==> config.mk <==
export PLATFORM = sky130hd
export DESIGN_NAME = pfe_front
export DESIGN_NICKNAME = d
export VERILOG_FILES = /design/src/rtl/pfe_pkg.sv /design/src/rtl/pfe_front.sv
export SDC_FILE = /design/constraint.sdc
export NUM_CORES = 1
export LEC_CHECK = 0
export BUFFER_PORTS_ARGS = -buffer_cell sky130_fd_sc_hd__buf_2
export CORE_UTILIZATION = 35
export CTS_BUF_LIST = sky130_fd_sc_hd__clkbuf_8
export DETAILED_ROUTE_END_ITERATION = 8
export MAX_ROUTING_LAYER = met4
export SYNTH_ARGS = -nofsm -noshare
export SYNTH_HDL_FRONTEND = slang
export SYNTH_SLANG_ARGS = --single-unit
==> constraint.sdc <==
create_clock -name clk -period 2.4 [get_ports clk]
set_clock_uncertainty 0.15 [all_clocks]
set_input_delay 0.48 -clock clk [delete_from_list [all_inputs] [get_ports clk]]
set_output_delay 0.48 -clock clk [all_outputs]
set_load 0.01 [all_outputs]
==> src/rtl/pfe_pkg.sv <==
`default_nettype none

package pfe_pkg;

    localparam int STACK_DEPTH_DEF = 128;
    localparam int WORD_W          = 32;
    localparam int SYM_W           = 8;
    localparam int IMM_W           = SYM_W + 1;
    localparam int STATUS_W        = 2;

    localparam logic [SYM_W-1:0] CH_ZERO  = 8'h30;
    localparam logic [SYM_W-1:0] CH_PLUS  = 8'h2B;
    localparam logic [SYM_W-1:0] CH_MINUS = 8'h2D;
    localparam logic [SYM_W-1:0] CH_STAR  = 8'h2A;
    localparam logic [SYM_W-1:0] CH_SLASH = 8'h2F;

    typedef logic [STATUS_W-1:0] status_t;

    localparam status_t ST_OK    = 2'd0;
    localparam status_t ST_UNDER = 2'd1;
    localparam status_t ST_OVER  = 2'd2;
    localparam status_t ST_DIVZ  = 2'd3;

    typedef enum logic [2:0] {
        OP_PUSH,
        OP_ADD,
        OP_SUB,
        OP_MUL,
        OP_DIV
    } op_t;

    typedef struct packed {
        op_t                     op;
        logic signed [IMM_W-1:0] imm;
        logic                    last;
    } cmd_t;

endpackage

`default_nettype wire

==> src/rtl/pfe_front.sv <==
`default_nettype none

module pfe_front (
    input  wire logic                       clk,
    input  wire logic                       rst_n,
    input  wire logic                       s_tvalid,
    output logic                            s_tready,
    input  wire logic [pfe_pkg::SYM_W-1:0]  s_tdata,  // symbol[7:0]
    input  wire logic                       s_tlast,
    output logic                            cmd_valid,
    output pfe_pkg::cmd_t                   cmd,
    input  wire logic                       cmd_ready
);

    import pfe_pkg::*;

    localparam int QD  = 2;
    localparam int QAW = $clog2(QD);

    cmd_t           q_reg [QD];
    logic [QAW-1:0] wr_ptr_reg, wr_ptr_next;
    logic [QAW-1:0] rd_ptr_reg, rd_ptr_next;
    logic [QAW:0]   fill_reg, fill_next;

    cmd_t           in_cmd;
    logic           push;
    logic           pop;

    always_comb
    begin
        case (s_tdata)
            CH_PLUS:  in_cmd.op = OP_ADD;
            CH_MINUS: in_cmd.op = OP_SUB;
            CH_STAR:  in_cmd.op = OP_MUL;
            CH_SLASH: in_cmd.op = OP_DIV;
            default:  in_cmd.op = OP_PUSH;
        endcase
        in_cmd.imm  = $signed({1'b0, s_tdata} - {1'b0, CH_ZERO});
        in_cmd.last = s_tlast;
    end

    assign s_tready  = (fill_reg != (QAW+1)'(QD));
    assign cmd_valid = (fill_reg != '0);
    assign cmd       = q_reg[rd_ptr_reg];
    assign push      = s_tvalid && s_tready;
    assign pop       = cmd_valid && cmd_ready;

    always_comb
    begin
        wr_ptr_next = wr_ptr_reg;
        rd_ptr_next = rd_ptr_reg;
        fill_next   = fill_reg;
        if (push)
        begin
            wr_ptr_next = (wr_ptr_reg == QAW'(QD - 1)) ? '0 : wr_ptr_reg + QAW'(1);
        end
        if (pop)
        begin
            rd_ptr_next = (rd_ptr_reg == QAW'(QD - 1)) ? '0 : rd_ptr_reg + QAW'(1);
        end
        case ({push, pop})
            2'b10:   fill_next = fill_reg + (QAW+1)'(1);
            2'b01:   fill_next = fill_reg - (QAW+1)'(1);
            default: fill_next = fill_reg;
        endcase
    end

    always_ff @(posedge clk or negedge rst_n)
    begin
        if (!rst_n)
        begin
            wr_ptr_reg <= '0;
            rd_ptr_reg <= '0;
            fill_reg   <= '0;
        end
        else
        begin
            wr_ptr_reg <= wr_ptr_next;
            rd_ptr_reg <= rd_ptr_next;
            fill_reg   <= fill_next;
        end
    end

    always_ff @(posedge clk)
    begin
        if (push)
        begin
            q_reg[wr_ptr_reg] <= in_cmd;
        end
    end

endmodule

`default_nettype wire

==> results of run 1 <==
==> layout make-up <==
| cell class | count | area, µm² |
|---|---|---|
| clock buffers | 5 | 68.8 |
| clock inverters | 2 | 7.51 |
| fillers | 343 | 1840 |
| inverters | 2 | 7.51 |
| multi-input cells | 40 | 338 |
| flip-flops and latches | 30 | 881 |
| well taps | 46 | 57.6 |
| repair buffers | 31 | 168 |
==> cells in the final DEF (no fill, tap or decap), drive strengths merged <==
master,Yosys,final
buf,1,30
edfxtp,26,26
mux2,13,13
nor2,6,6
clkbuf,0,5
inv,2,4
xnor2,4,4
dfrtp,4,4
xor2,3,3
ha,3,3
nand2,2,2
nand2b,1,1
or2,1,1
and2,1,1
nand4,1,1
a21oi,1,1
nor3,1,1
nor3b,1,1
o2111a,1,1
and3,1,1
dlygate4sd3,0,1
==> worst register-to-register path: cells and delay by family, from the launching register on <==
family           cells  cell delay (ps)
and+or+nand+nor      2              750
DFF                  1              400
==> routing by layer <==
layer	vias up	routed length, µm	GRT usage	part of all wire
li1	339	-	-	-
met1	323	881	0.134	0.43
met2	26	998	0.228	0.49
met3	4	140	0.0630	0.069
met4	0	17	0.0762	0.0083
met5	-	0	-	0
==> final timing paths <==
| kind | depth (start not counted) | to | slack [ps] | startpoint |
|---|---|---|---|---|
| max reg2reg | 2 | q_reg[1][5] | 730 | fill_reg[0] |
| max | 3 | cmd[6] | 510 | rd_ptr_reg |
| max in group asynchronous | 2 | rd_ptr_reg | 1600 | rst_n |
| min in group asynchronous | 2 | fill_reg[0] | 390 | rst_n |
| min | 1 | q_reg[0][0] | 250 | s_tlast |
| min reg2reg | 1 | fill_reg[1] | 350 | fill_reg[1] |
==> per-stage QoR <==
step | worst slack [ps] | cells
4_1_cts | 479 | 156
2_1_floorplan | 592 | 73
3_3_place_gp | 770 | 148
3_5_place_dp | 695 | 148
5_1_grt | 446 | 156
6_report | 507 | 156
==> what timing repair did <==
item,4_1_cts,5_1_grt
hold buffers,1,0
gates resized for setup,0,0
endpoints found under the hold margin,4,0
==> where the power goes <==
| part | internal [mW] | leakage, nW | switching (mW) |
|---|---|---|---|
| registers | 0.729 | 0.290 | 0.0497 |
| logic | 0.290 | 0.275 | 0.295 |
| clock network | 0.190 | 0.0466 | 0.168 |
==> logic make-up after synthesis <==
group	count (synthesis)	share of synthesized area
flip-flops	30	0.714
AND/OR/NAND/NOR	15	0.0619
multiplexers	13	0.119
XOR/XNOR	7	0.0497
buffers and inverters	3	0.0122
adder cells (fa/ha/maj)	3	0.0304
AO/OA/AOI/OAI	2	0.0132
==> reports/metrics.yaml, run 1 <==
outcome:
  status: "finished, final reports clean"
setup_path:
  crit_required_ps: 1770
  path_cells: "buf_4, mux2_2, buf_2"
  cpPeakStageDelay_ps: 340
  arrival_ps: 1260
  cp_num_buf_inv: 2
  cp_max_fo: 7
  critical-path-top-delay-family: "flip-flops"
  start_kind: "register"
  worstSetupPathType: "reg -> out"
  critPathCaptureType: "primary output"
  cp_slowest_cell: "dfrtp_1"
die:
  fp.dieH_um: 61.4
  die-width_um: 61.4
  die-area_um2: 3770
  io_pins: 28
  design.core.area_um2: 3360
  rows: 21
  start_util: 0.367
logic_synthesis:
  synth-seq-area-share: 0.714
  async_flop_share: 0.133
  synth.distinct_cells: 19
  synth_nets: 89
  synth_edf_count: 26
  yosys.area.top_type: "edfxtp_1"
  yosysWarnings: 0
  syn_area_per_cell_um2: 16.9
  synth_top_cell_area_share: 0.633
  synth_ff_type: "edfxtp_1"
  syn_inst: 73
  synth_seq_cells: 30
  synth_common_cells: "edfxtp_1, mux2_2, nor2_1"
  synthTopCellsByArea: "edfxtp_1, mux2_2, dfrtp_1, ha_1, xnor2_1"
  syn_area_um2: 1230
  yosysMostFrequentCell: "edfxtp_1"
routing:
  drt_pass1_iterations: 4
  ant_nets: 0
  vias: 692
  routedWlPerCell_um: 13.1
  remaining_drc_errors: 0
  routed_via_density: 4.44
  wl_mm: 2.04
  drt_iter0_drc: 9
global_routing:
  grt-ovfl-total: 0
  grt_max_degree: 14
  grt_pass1_vias: 732
  antenna_found_initial: 0
  grtUsageTotal: 0.138
  grt_first_pass_wirelength_mm: 3.26
place:
  post_dp_cell_area_um2: 1440
  port_buffers: 27
  finalWeightedCongestion: 0.648
  dpl.hpwl_mm: 1.43
cells_and_area:
  finish.utilization: 0.454
  area_growth_pct: 23.8
  layout-drive-gt1-share: 0.445
  design_area_um2: 1530
  nNetsFinal: 126
  largest_reg_flops: 26
  diodes: 0
timing:
  finalHoldViolCount: 0
  setup_viol: 0
  final_max_slew_viol_count: 0
  tightest_slew_ps: 641
  post-route-min-period_ps: 1890
  rsz0062_at_grt: "no"
  slew_headroom: 0.573
  holdWs_ps: 247
  clock.fmax_ghz: 0.528
  fin_crit_sh: 0.789
  tns_ps: 0
flow_run:
  cap_violations: 0
power:
  pwr_density_cell_nw_per_um2: 1130
  power_mw: 1.72
  vdd_drop_max_uv: 560
  p_leak_nw: 0.611
clock_network:
  cts_tree: "done"
  clkTransAtPathRegs_ps: 60
  clock_path_buffers: 2
  cts_buffers: 5
  h-tree-depth: 2
  cts-root-buf: "clkbuf_8"
  cts_sinks: 30
  clock_latency_ps: 270
  post_cts_buffers: 0
min_path:
  hold_class: "in -> reg"
Note: power is estimated with default switching activity, not from simulation.
==> run 2, diff against run 1 <==
==> constraint.sdc (replaced) <==
create_clock -name clk -period 1.9 [get_ports clk]
set_clock_uncertainty 0.15 [all_clocks]
set_input_delay 0.38 -clock clk [delete_from_list [all_inputs] [get_ports clk]]
set_output_delay 0.38 -clock clk [all_outputs]
set_load 0.01 [all_outputs]
==> run 2 against run 1 <==
- total power rose by 32%
- sequential power increased by 26%
- sequential cell count unchanged
- cell count up 1.9%
- utilization up 1.0 points
- largest power group unchanged
==> reports/metrics.yaml, run 2 (synthesis gave the netlist of run 1 again) <==
timing:
  final_max_slew_viol_count: 0
  tns_ps: 0
  clock.fmax_ghz: 0.555
  setup_viol: 0
  fin_crit_sh: 0.948
  post-route-min-period_ps: 1800
  rsz0062_at_grt: "no"
  finalHoldViolCount: 0
  tightest_slew_ps: 246
  fin_ws_ps: 99.6
  slew_headroom: 0.835
cells_and_area:
  largest_reg_flops: 26
  area_growth_pct: 26.6
  nFillCells: 340
  final_cell_mix: "buf_2, edfxtp_1, mux2_2, nor2_1, clkbuf_8"
  final_common_cell: "buf_2"
  nNetsFinal: 128
  diodes: 0
  layout-drive-gt1-share: 0.478
setup_path:
  path_cells: "buf_4, mux2_2, buf_2"
  rrSetupSlack_ps: 220
  r2r_start: "fill_reg[1]"
  crit_required_ps: 1370
  cp_max_fo: 7
  timing.rr.end: "fill_reg[1]"
  worstRegToRegCells: 5
  cp_slowest_cell: "mux2_2"
  worstSetupPathType: "reg -> out"
  cpPeakStageDelay_ps: 350
  critPathCaptureType: "primary output"
  critical-path-top-delay-family: "multiplexers"
  start_kind: "register"
  cp_num_buf_inv: 2
  startpoint: "rd_ptr_reg"
  arrival_ps: 1270
clock_network:
  h-tree-depth: 2
  cts_buffers: 5
  clkTransAtPathRegs_ps: 60
  post_cts_buffers: 0
  cts_tree: "done"
  cts-root-buf: "clkbuf_8"
  cts_sinks: 30
  cts_hold_buf: 1
  clock_path_buffers: 2
  clock_latency_ps: 270
  ctsResizeCount: 0
min_path:
  hold_class: "in -> reg"
  hold_start: "s_tlast"
  min_to: "q_reg[0][0]"
  holdPathStages: 1
global_routing:
  grt-ovfl-total: 0
  grt_first_pass_wirelength_mm: 3.24
  grtUsageTotal: 0.130
  grt_max_degree: 14
  antenna_found_initial: 0
  grt_pass1_vias: 734
routing:
  remaining_drc_errors: 0
  wl_mm: 2.05
  routedWlPerCell_um: 12.9
  vias: 721
  ant_nets: 0
  drt_pass1_iterations: 4
  routed_via_density: 4.53
  drt_iter0_drc: 17
die:
  rows: 21
  design.core.area_um2: 3360
  io_pins: 28
  die-area_um2: 3770
  fp.dieH_um: 61.4
  start_util: 0.367
  die-width_um: 61.4
outcome:
  status: "finished, final reports clean"
place:
  dpl.hpwl_mm: 1.52
  port_buffers: 27
  dp_slack_ps: 225
  finalWeightedCongestion: 0.677
power:
  p_seq_frac: 0.434
  swShare: 0.297
  p_clk_frac: 0.227
  p_leak_nw: 0.622
  pwr_density_cell_nw_per_um2: 1450
  vdd_drop_max_uv: 988
  combPwrFrac: 0.340
  internal_power_mw: 1.59
  p_switching_mw: 0.673
flow_run:
  cap_violations: 0
## run 2: changes by cell type in the layout (fill, tap and decap cells not counted), sizes merged
cell      change
buf           +2
clkbuf        +1
clkinv        +1
clkinvlp      +1
inv           -2
## run 2: metrics by stage
stage | instances | hold WS, ps | area [µm²] | util | total power, mW
after floorplan | 73 | -65.6 | 1230 | - | 1.47
after global placement | 150 | 37.1 | 1460 | 0.433 | 1.75
after detailed placement | 150 | 39.7 | 1460 | 0.433 | 1.78
after CTS | 159 | 138 | 1560 | 0.464 | 2.30
after global routing | 159 | 133 | 1560 | 0.464 | 2.41
final | 159 | 144 | 1560 | 0.464 | 2.27
## run 2: final cells by class
class	count	area, µm²	share of cell area
flip-flops and latches	30	881	0.564
multi-input cells	40	338	0.216
repair buffers	33	183	0.117
clock buffers	6	82.6	0.0529
well taps	46	57.6	0.0369
clock inverters	2	12.5	0.00801
inverters	2	7.51	0.00481
## run 2: how the worst max path moves through the flow
stage,to,depth (start not counted)
global placement,fill_reg[1],5
global route,cmd[6],3
CTS,cmd[6],3
detailed placement,fill_reg[1],5
floorplan,q_reg[0][0],3
finish,cmd[6],3
## run 2: power groups by stage
stage          Combinational [mW]  Sequential (mW)  Clock (mW)
2_1_floorplan               0.486            0.987           0
3_3_place_gp                0.770            0.983           0
3_5_place_dp                0.783            0.997           0
4_1_cts                     0.789            0.985       0.530
5_1_grt                     0.845             1.01       0.560
6_report                    0.770            0.983       0.514
## run 2: metal layers
layer	share of wire	routed length, µm	track usage	vias up
met5	0	0	-	-
met4	0.011	22	0.0571	0
met3	0.084	172	0.0504	4
met2	0.50	1020	0.202	25
met1	0.41	837	0.150	347
li1	-	-	-	345
==> run 3, diff against run 2 <==
--- a/config.mk
+++ b/config.mk
@@ -10,6 +10,7 @@
 export CTS_BUF_LIST = sky130_fd_sc_hd__clkbuf_8
 export DETAILED_ROUTE_END_ITERATION = 8
 export MAX_ROUTING_LAYER = met4
+export PLACE_DENSITY_LB_ADDON = 0.2
 export SYNTH_ARGS = -nofsm -noshare
 export SYNTH_HDL_FRONTEND = slang
 export SYNTH_SLANG_ARGS = --single-unit
==> run 3 against run 2 <==
- cell count is 0.63% higher
- first-iteration DRC count is 47% lower
- critical path type unchanged
- register-to-register slack better by 40 ps
- critical endpoint is now cmd[5]
- critical path depth stayed put
- die area stayed put
- worst setup slack worse by 16 ps
- worst hold slack worse by 10 ps
- global-route usage is 0.21 points higher
- largest power group unchanged
==> reports/metrics.yaml, run 3 (synthesis gave the netlist of run 1 again) <==
setup_path:
  start_kind: "register"
  arrival_ps: 1290
  crit_required_ps: 1370
  cp_slowest_cell: "mux2_2"
  critPathCaptureType: "primary output"
  worstSetupPathType: "reg -> out"
  cpPeakStageDelay_ps: 350
  cp_max_fo: 8
  path_cells: "buf_4, mux2_2, buf_2"
power:
  pwr_density_cell_nw_per_um2: 1500
  p_leak_nw: 0.638
  combPwrFrac: 0.327
  swShare: 0.284
  p_clk_frac: 0.260
  internal_power_mw: 1.70
  p_switching_mw: 0.675
  p_seq_frac: 0.413
  vdd_drop_max_uv: 664
clock_network:
  clkTransAtPathRegs_ps: 60
  h-tree-depth: 2
  cts_buffers: 5
  clock_path_buffers: 2
  cts_sinks: 30
  clock_latency_ps: 280
  cts_tree: "done"
  cts-root-buf: "clkbuf_8"
global_routing:
  grt_max_degree: 11
  antenna_found_initial: 0
  grt_pass1_vias: 738
  grt-ovfl-total: 0
  grtUsageTotal: 0.132
  grt_first_pass_wirelength_mm: 3.16
cells_and_area:
  nFillCells: 344
  final_common_cell: "buf_2"
  diodes: 0
  final_cell_mix: "buf_2, edfxtp_1, mux2_2, nor2_1, buf_4"
  seq_area_um2: 881
  design_area_um2: 1580
  layout-drive-gt1-share: 0.482
  area_growth_pct: 28.3
  largest_reg_flops: 26
  nNetsFinal: 129
  multi_input_area_um2: 338
routing:
  drt_pass1_iterations: 3
  wl_mm: 2.01
  routed_via_density: 4.39
  remaining_drc_errors: 0
  vias: 703
  drt_iter0_drc: 9
  routedWlPerCell_um: 12.6
  ant_nets: 0
die:
  start_util: 0.367
  die-area_um2: 3770
  rows: 21
  design.core.area_um2: 3360
  fp.dieH_um: 61.4
  io_pins: 28
  die-width_um: 61.4
min_path:
  hold_class: "in -> reg"
place:
  port_buffers: 27
  post_dp_cell_area_um2: 1460
  dpl.hpwl_mm: 1.46
  finalWeightedCongestion: 0.661
timing:
  fin_crit_sh: 0.956
  clock.fmax_ghz: 0.551
  rsz0062_at_grt: "no"
  tightest_slew_ps: 279
  setup_viol: 0
  final_max_slew_viol_count: 0
  finalHoldViolCount: 0
  slew_headroom: 0.813
  tns_ps: 0
  post-route-min-period_ps: 1820
outcome:
  status: "finished, final reports clean"
flow_run:
  cap_violations: 0
## run 3: cell count changes in the layout (fill, tap and decap cells not counted)
cell / change
bufinv_16: +1
buf_4: +1
clkinv_2: +1
clkbuf_8: -1
clkinvlp_4: -1
## run 3: layout make-up
type | count | area share
clock buffer | 5 | 0.0435
clock inverter | 3 | 0.0253
inverter | 2 | 0.00474
multi-input combinational | 40 | 0.213
sequential | 30 | 0.557
tap | 46 | 0.0364
timing repair buffer | 34 | 0.120
## run 3: worst paths after layout
path,start,to,slack (ps),depth (start not counted)
setup / recovery,rd_ptr_reg,cmd[5],80,3
hold / removal,s_tlast,q_reg[0][0],130,1
setup reg to reg,fill_reg[0],fill_reg[1],260,5
hold reg to reg,fill_reg[1],fill_reg[1],350,1
max in group asynchronous,rst_n,fill_reg[1],1190,2
min in group asynchronous,rst_n,wr_ptr_reg,290,2
## run 3: what timing repair did
action                                 4_1_cts  5_1_grt
hold buffers                                 1        0
buffers inserted                             0        0
endpoints found under the hold margin        4        0
gates resized for setup                      0        0
## run 3: routing by layer
metal	track usage	vias up	share of wire
met3	0.0462	5	0.052
met2	0.205	19	0.49
li1	-	347	-
met1	0.135	332	0.43
met4	0.105	0	0.026
met5	-	-	0
## run 3: power groups by stage
stage	registers [mW]	clock network (mW)	logic, mW
2_1_floorplan	0.987	0	0.486
3_3_place_gp	0.983	0	0.788
3_5_place_dp	0.993	0	0.792
4_1_cts	0.980	0.640	0.799
5_1_grt	0.999	0.655	0.855
6_report	0.979	0.617	0.777
## run 3: stage by stage
| stage | hold WS, ps | std cells | setup slack (ps) | util | power (mW) |
|---|---|---|---|---|---|
| finish | 134 | 160 | 83.5 | 0.471 | 2.37 |
| detailed placement | 41.2 | 151 | 275 | 0.435 | 1.79 |
| CTS | 123 | 160 | 53.8 | 0.471 | 2.42 |
| global placement | 38.7 | 151 | 309 | 0.435 | 1.77 |
| global route | 127 | 160 | 20.5 | 0.471 | 2.51 |
| floorplan | -65.6 | 73 | 91.7 | - | 1.47 |
## run 3: critical path, delay by kind of cell, from the launching register on
kind | cells | cell delay (ps)
buffers and inverters | 2 | 310
muxes | 1 | 350
DFF | 1 | 340
